--- config.mk ---
export PLATFORM = sky130hd
export DESIGN_NAME = rpw_seq
export DESIGN_NICKNAME = d
export VERILOG_FILES = /design/src/rtl/rpw_pkg.sv /design/src/rtl/rpw_seq.sv
export VERILOG_INCLUDE_DIRS = /design/src /design/src/rtl
export SDC_FILE = /design/constraint.sdc
export NUM_CORES = 1
export LEC_CHECK = 0
export BUFFER_PORTS_ARGS = -buffer_cell sky130_fd_sc_hd__buf_2
export CELL_PAD_IN_SITES_DETAIL_PLACEMENT = 1
export CELL_PAD_IN_SITES_GLOBAL_PLACEMENT = 1
export CORE_AREA = 2 2 39 41
export CTS_CLUSTER_DIAMETER = 50
export DETAILED_ROUTE_END_ITERATION = 8
export DIE_AREA = 0 0 41 43
export HOLD_SLACK_MARGIN = 0.03
export PLACE_DENSITY_LB_ADDON = 0.3
export SETUP_SLACK_MARGIN = 0.1
export SYNTH_ARGS = -nofsm -noshare
export SYNTH_HDL_FRONTEND = slang
export SYNTH_SLANG_ARGS = --single-unit
--- constraint.sdc ---
create_clock -name clk_i -period 2.75 [get_ports clk_i]
set_input_delay 0.275 -clock clk_i [delete_from_list [all_inputs] [get_ports clk_i]]
set_output_delay 0.275 -clock clk_i [all_outputs]
set_load 0.05 [all_outputs]
--- src/rtl/assert_macros.svh ---
// Assertion macros shared by the page table walker RTL.
`ifndef ASSERT_MACROS_SVH
`define ASSERT_MACROS_SVH

// Property checked at every clock edge outside of reset.
`define ASSERT_ALWAYS(label, prop, msg) \
  label: assert property (@(posedge clk_i) disable iff (!rst_ni) (prop)) \
    else $error(msg);

// Consequent must hold in the same cycle as the antecedent.
`define ASSERT_IMPLIES(label, ante, cons, msg) \
  `ASSERT_ALWAYS(label, (ante) |-> (cons), msg)

// Consequent must hold in the cycle after the antecedent.
`define ASSERT_NEXT(label, ante, cons, msg) \
  `ASSERT_ALWAYS(label, (ante) |=> (cons), msg)

`endif

--- src/rtl/rpw_pkg.sv ---
// Package with constants, types and the microcode table of the page table walker.
package rpw_pkg;

  localparam int POOL_FRAMES_DEF = 64;
  localparam int LEVELS_DEF      = 4;
  localparam int INDEX_BITS_DEF  = 9;
  localparam int VFN_WIDTH_DEF   = 36;

  localparam int HOST_W    = 52;
  localparam int LIMIT_W   = 7;
  localparam int CFG_IDX_W = 1;

  localparam logic [HOST_W-1:0]    BASE_FRAME_RST  = HOST_W'(256);
  localparam logic [LIMIT_W-1:0]   FRAME_LIMIT_RST = LIMIT_W'(64);

  localparam logic [CFG_IDX_W-1:0] REG_BASE_FRAME  = 1'b0;
  localparam logic [CFG_IDX_W-1:0] REG_FRAME_LIMIT = 1'b1;

  typedef logic [2:0] step_t;

  localparam step_t S_CLEAR = 3'd0;
  localparam step_t S_IDLE  = 3'd1;
  localparam step_t S_READ  = 3'd2;
  localparam step_t S_EVAL  = 3'd3;
  localparam step_t S_EMIT  = 3'd4;

  typedef enum logic [1:0] {
    HOLD_NONE = 2'd0,
    HOLD_CLR  = 2'd1,
    HOLD_IN   = 2'd2,
    HOLD_OUT  = 2'd3
  } hold_e;

  typedef enum logic [1:0] {
    JMP_NEVER  = 2'd0,
    JMP_ALWAYS = 2'd1,
    JMP_WALK   = 2'd2
  } jump_e;

  typedef struct packed {
    logic  act_clear;
    logic  act_accept;
    logic  act_read;
    logic  act_eval;
    logic  act_emit;
    hold_e hold_on;
    jump_e jump_on;
    step_t target;
  } ucode_t;

  typedef struct packed {
    logic clear;
    logic idle;
    logic accept;
    logic read;
    logic eval;
    logic emit;
  } ctrl_t;

  typedef struct packed {
    logic clr_last;
    logic walk_on;
  } dp_status_t;

  typedef struct packed {
    logic [HOST_W-1:0] host_frame;
    logic              fault;
    logic              newly_mapped;
  } result_t;

  // Control store. A step holds while its hold condition is true, then jumps
  // to target when its jump condition is true and falls through otherwise.
  function automatic ucode_t ucode_rom(step_t pc);
    ucode_t w;
    w = '{act_clear: 1'b0, act_accept: 1'b0, act_read: 1'b0, act_eval: 1'b0,
          act_emit: 1'b0, hold_on: HOLD_NONE, jump_on: JMP_NEVER, target: S_IDLE};
    case (pc)
      S_CLEAR: begin
        w.act_clear = 1'b1;
        w.hold_on   = HOLD_CLR;
      end
      S_IDLE: begin
        w.act_accept = 1'b1;
        w.hold_on    = HOLD_IN;
      end
      S_READ: begin
        w.act_read = 1'b1;
      end
      S_EVAL: begin
        w.act_eval = 1'b1;
        w.jump_on  = JMP_WALK;
        w.target   = S_READ;
      end
      S_EMIT: begin
        w.act_emit = 1'b1;
        w.hold_on  = HOLD_OUT;
        w.jump_on  = JMP_ALWAYS;
        w.target   = S_IDLE;
      end
      default: begin
        w.jump_on = JMP_ALWAYS;
        w.target  = S_IDLE;
      end
    endcase
    return w;
  endfunction

endpackage

--- src/rtl/rpw_seq.sv ---
// Microcoded sequencer: step counter, control store fetch and branch logic.
`include "assert_macros.svh"

module rpw_seq
  import rpw_pkg::*;
(
  input  logic       clk_i,
  input  logic       rst_ni,
  input  dp_status_t stat_i,
  input  logic       in_valid_i,
  input  logic       out_busy_i,
  output ctrl_t      ctrl_o
);

  step_t  pc_q, pc_d;
  ucode_t word;
  logic   hold;
  logic   take;

  assign word = ucode_rom(pc_q);

  always_comb begin
    case (word.hold_on)
      HOLD_NONE: hold = 1'b0;
      HOLD_CLR:  hold = !stat_i.clr_last;
      HOLD_IN:   hold = !in_valid_i;
      HOLD_OUT:  hold = out_busy_i;
      default:   hold = 1'b0;
    endcase
    case (word.jump_on)
      JMP_NEVER:  take = 1'b0;
      JMP_ALWAYS: take = 1'b1;
      JMP_WALK:   take = stat_i.walk_on;
      default:    take = 1'b0;
    endcase
    if (hold) begin
      pc_d = pc_q;
    end else if (take) begin
      pc_d = word.target;
    end else begin
      pc_d = pc_q + step_t'(1);
    end
  end

  always_ff @(posedge clk_i or negedge rst_ni) begin
    if (!rst_ni) begin
      pc_q <= S_CLEAR;
    end else begin
      pc_q <= pc_d;
    end
  end

  assign ctrl_o.clear  = word.act_clear;
  assign ctrl_o.idle   = word.act_accept;
  assign ctrl_o.accept = word.act_accept & in_valid_i;
  assign ctrl_o.read   = word.act_read;
  assign ctrl_o.eval   = word.act_eval;
  assign ctrl_o.emit   = word.act_emit & !out_busy_i;

  `ASSERT_NEXT(a_read_then_eval, ctrl_o.read, ctrl_o.eval, "table read not followed by evaluation")

endmodule

; Word-level counts from Yosys, hierarchy flattened
; Cells that the tools add are included.
; W data, S select, Z words.
[word_totals]
register_bits = 3
input_bits = 6
output_inout_bits = 6
wordCells = 29
[op_classes]
add_sub_neg = 1
eq_ne = 9
muxes = 10
n_bitwise = 2
n_reduce_logical = 6
[ops]
columns = operator, count
row1 = $pmux W5 S2, 1
row2 = $eq A2 B2 Y1 const B, 3
row3 = $eq A3 B2 Y1 const B, 2
row4 = $pmux W2 S3, 1
row5 = $mux W1, 5
row6 = $eq A2 B1 Y1 const B, 2
row7 = $pmux W1 S4, 1
row8 = $add A3 B1 Y3 const B, 1
row9 = $eq A3 B1 Y1 const B, 1
row10 = $eq A3 B3 Y1 const B, 1
row11 = $logic_not A1 Y1, 3
row12 = $logic_not A3 Y1, 1
row13 = $mux W3, 1
row14 = $reduce_or A3 Y1, 1
row15 = $and A1 B1 Y1, 2
row16 = $logic_not A2 Y1, 1
row17 = $pmux W1 S2, 1

; Depth between registers and ports, before layout
[depth]
depth_word = 6
depth_mapped = 6
depth_no_buf = 6

; Worst setup path before layout
; No wires, ideal clock.
[synth_timing]
kind = reg-to-output
start = register pc_q[1]
end = output port ctrl_o[3] in the netlist's numbering
t_arrival_ns = 1.985
t_required_ns = 2.475
path_slack_ns = 0.490
path_stages_with_launch = 5
path_buffers = 0
path_cell_list = dfrtp_1 inv_1 ha_1 nor2b_1 and2_1
[synth_rtl]
columns = element, line
row1 = start: declaration, rpw_seq.sv:15  ; step_t pc_q, pc_d;
row2 = start signal: assignment, rpw_seq.sv:49  ; pc_q <= pc_d;
row3 = end: declaration, rpw_seq.sv:12  ; output ctrl_t ctrl_o

==> results.md <==
Logic synthesis:
- For this run, the number of Yosys warnings is 0.
- Synthesis inferred 3 register bits.
- The share of the Yosys chip area taken by registers is 26.7%.
- The combined area of all synthesized cells is 282 µm².
- After synthesis, the mean cell area works out to 9.38 µm².
- Yosys mapped the design onto 16 distinct sky130hd cell types.
- The post-synthesis cell count is 30.
- The number of nets handed over by synthesis was 41.

Layout:
- The number of flip-flops in the largest register is 3.
- The largest registers in the layout are pc_q: 3 flops.
- The final antenna diode count is 0.
- The number of fill cells is 171.
- The area growth from synthesis to layout is 39.6%.
- Once layout is done, the placed cells without fillers occupy between 300 and 400 µm².
- The most flop-heavy register is pc_q.
- At the end of the flow, the number of nets in the layout was 58.
- Of the cells placed in the final design, the portion with a size suffix greater than 1 is 34.8%.
- At the end of the flow the core is filled with cells to 28.4%.

GRT:
- The number of global-route vias before repair is 251.
- Across every metal layer, demand over resource in global routing totals 8.96%.
- The most utilized layer in the global route result is met2.
- Entering global routing, the biggest net connects 9 pins.
- The met3 capacity usage during global routing is 1.57%.
- The global routing usage on met2 is 12.5%.
- The final global-route overflow total is 0.
- The initial antenna violation count is 0.
- The global-route wire length before repair is 1.02 mm.
- Global routing consumed, on the met1 layer, between 10% and 20% of the routing resources.

Outcome:
- The run finished with clean final reports.

STA:
- The aggregate negative setup slack is 0 ps.
- The achievable clock frequency is 0.554 GHz.
- The worst clock skew is 2.64 ps.
- The measured slew at the worst slew-check pin is 274 ps.
- The final-report setup violation count is 0.
- The part of the cycle the worst path needs is between 60% and 70%.
- The number of pins with negative max-slew slack in the final report is 0.
- The minimum period implied by the final worst setup slack is 1810 ps.
- The worst slew margin relative to its limit is roughly 82%.
- The least setup slack across all paths after layout is 944 ps.
- Setup repair after global routing left no endpoint under its margin.
- The number of failing hold endpoints at the final stage was 0.

Flow run:
- The number of violations of the max-capacitance limit is 0.

Place:
- The cell area reported after detailed placement is 357 µm².
- The congestion estimate from routability-driven global placement came to 0.696.
- OpenSTA, run right after detailed placement, puts the worst setup slack at 1170 ps.
- Detailed placement ended at an HPWL of 510 µm.
- In this run the tool buffered the top-level ports with 11 buffer cells.

Clock tree:
- The number of levels in the clock H-tree is 1.
- The clock reaches the later pin of the worst-skew pair after about 230 ps.
- In this run the deepest clock path goes through 2 buffers.
- Clock tree synthesis inserted a total of 3 buffers.
- TritonCTS built the clock tree.
- The clock tree root driver cell is clkbuf_4.
- The clock slew at the register clock pins of the worst setup and hold paths is 40 ps.
- Clock tree synthesis found a total of 3 sinks.
- The number of setup buffers added after CTS is 0.

Routing:
- The aggregate routed wire length is approximately 620 µm.
- The routed layout has 269 vias.
- For this run, design rule violations remaining after detail routing come to 0.
- The number of vias per cell after detailed routing is 4.34.
- The number of search-and-repair iterations in the first detailed-routing pass is 1.
- In this run, the number of DRC markers left after iteration 0 of detailed routing was 0.
- The count of nets left with antenna violations once routing finished came out at 0.
- In the final routed layout, each cell accounts on average for 9.95 µm.

Setup path:
- The largest individual stage delay along the critical path comes from the cell dfrtp_1.
- The data arrival time of the worst path is ~1500 ps.
- The largest driver fanout on the critical path is 5.
- STA classifies the critical path endpoint as an output port.
- Walking the worst path, the cells encountered are inv_1 > ha_1 > nor2b_1 > and2_1 > buf_2.
- The delay of the slowest critical-path stage is 390 ps.
- The type of element launching the critical path is a flip-flop.
- The data required time of the critical path is 2480 ps.
- The critical path is of the flip-flop to output port type.

Floorplanning:
- The full die area is 1760 µm².
- Measured along the y axis, the die boundary spans 43 µm.
- In this run the horizontal extent of the chip is 41 µm.
- The core region area is 1380 µm².
- During I/O placement, the number of pins put on the boundary was 12.
- Once the floorplan was initialized, standard cells occupied 20.3% of the core.
- The number of placement rows is 14.

Hold path:
- The path category of the worst min-delay check is input port to flip-flop.
[synthesized netlist by cell type]
master	count	share of area (%)
o21bai_1	1	2.7
dfrtp_1	3	27
nor3b_1	1	2.7
nor3_1	1	1.8
ha_1	5	22
inv_1	3	4.0
nor2b_1	3	6.7
nor2_1	2	2.7
a22oi_1	1	2.7
nor3b_2	1	4.4
nand2_1	1	1.3
o21ai_2	1	3.1
mux2i_1	3	11
o211ai_1	1	2.7
and2_1	1	2.2
a21oi_1	2	3.6
[stage by stage]
step,hold slack (ps),cells
finish,353,62
global route,359,62
CTS,356,62
detailed placement,72.7,57
global placement,71.4,57
floorplan,-20.6,30
[per-layer routing]
layer / vias to the layer above / part of all wire (%)
met5: - / 0
li1: 135 / -
met1: 120 / 47
met3: 2 / 7.5
met4: 0 / 2.4
met2: 12 / 43
[cell families after synthesis]
group           share of synthesized area, %
flops                                   26.7
buf+inv                                 4.00
compound gates                          14.7
mux                                     10.7
fa+ha+maj                               22.2
simple gates                            21.8
[worst paths after layout]
| path | start | endpoint | slack, ps | cells past startpoint |
|---|---|---|---|---|
| min in group asynchronous | rst_ni | pc_q[0]$_DFFE_PN0N_ | 370 | 2 |
| max | pc_q[1]$_DFFE_PN0N_ | ctrl_o[3] | 940 | 5 |
| max reg2reg | pc_q[0]$_DFFE_PN0N_ | pc_q[2]$_DFFE_PN0N_ | 1190 | 6 |
| max in group asynchronous | rst_ni | pc_q[1]$_DFFE_PN0N_ | 2270 | 2 |
| min reg2reg | pc_q[1]$_DFFE_PN0N_ | pc_q[1]$_DFFE_PN0N_ | 640 | 2 |
| min | stat_i[0] | pc_q[2]$_DFFE_PN0N_ | 350 | 4 |
[cells in the final DEF, fill, tap and decap left out, drive strengths merged, types with 2 or more instances in the layout]
| cell | n |
|---|---|
| buf | 11 |
| ha | 5 |
| clkbuf | 4 |
| inv | 3 |
| nor2b | 3 |
| mux2i | 3 |
| dfrtp | 3 |
| nor2 | 2 |
| a21oi | 2 |
| nor3b | 2 |
[final cells by class]
cell class	count	area [µm²]	area share [%]
clock buffer	4	26.3	6.69
timing repair buffer	12	65.1	16.6
tap	16	20.0	5.10
sequential	3	75.1	19.1
inverter	3	11.3	2.87
multi-input combinational	24	195	49.7
[critical path: cells and delay by family (launching register included)]
kind / cells / cell delay [ps]
simple gates: 2 / 300
fa+ha+maj: 1 / 250
flops: 1 / 390
buf+inv: 2 / 360
[timing repair]
action                     in CTS  in global routing
gates resized for setup         0                  0
setup endpoints to repair       0                  0
hold buffers                    1                  0
hold endpoints to repair        3                  0
Power is not shown: default switching activity piles up to over one toggle a cycle in this logic, so the estimate is an artifact.
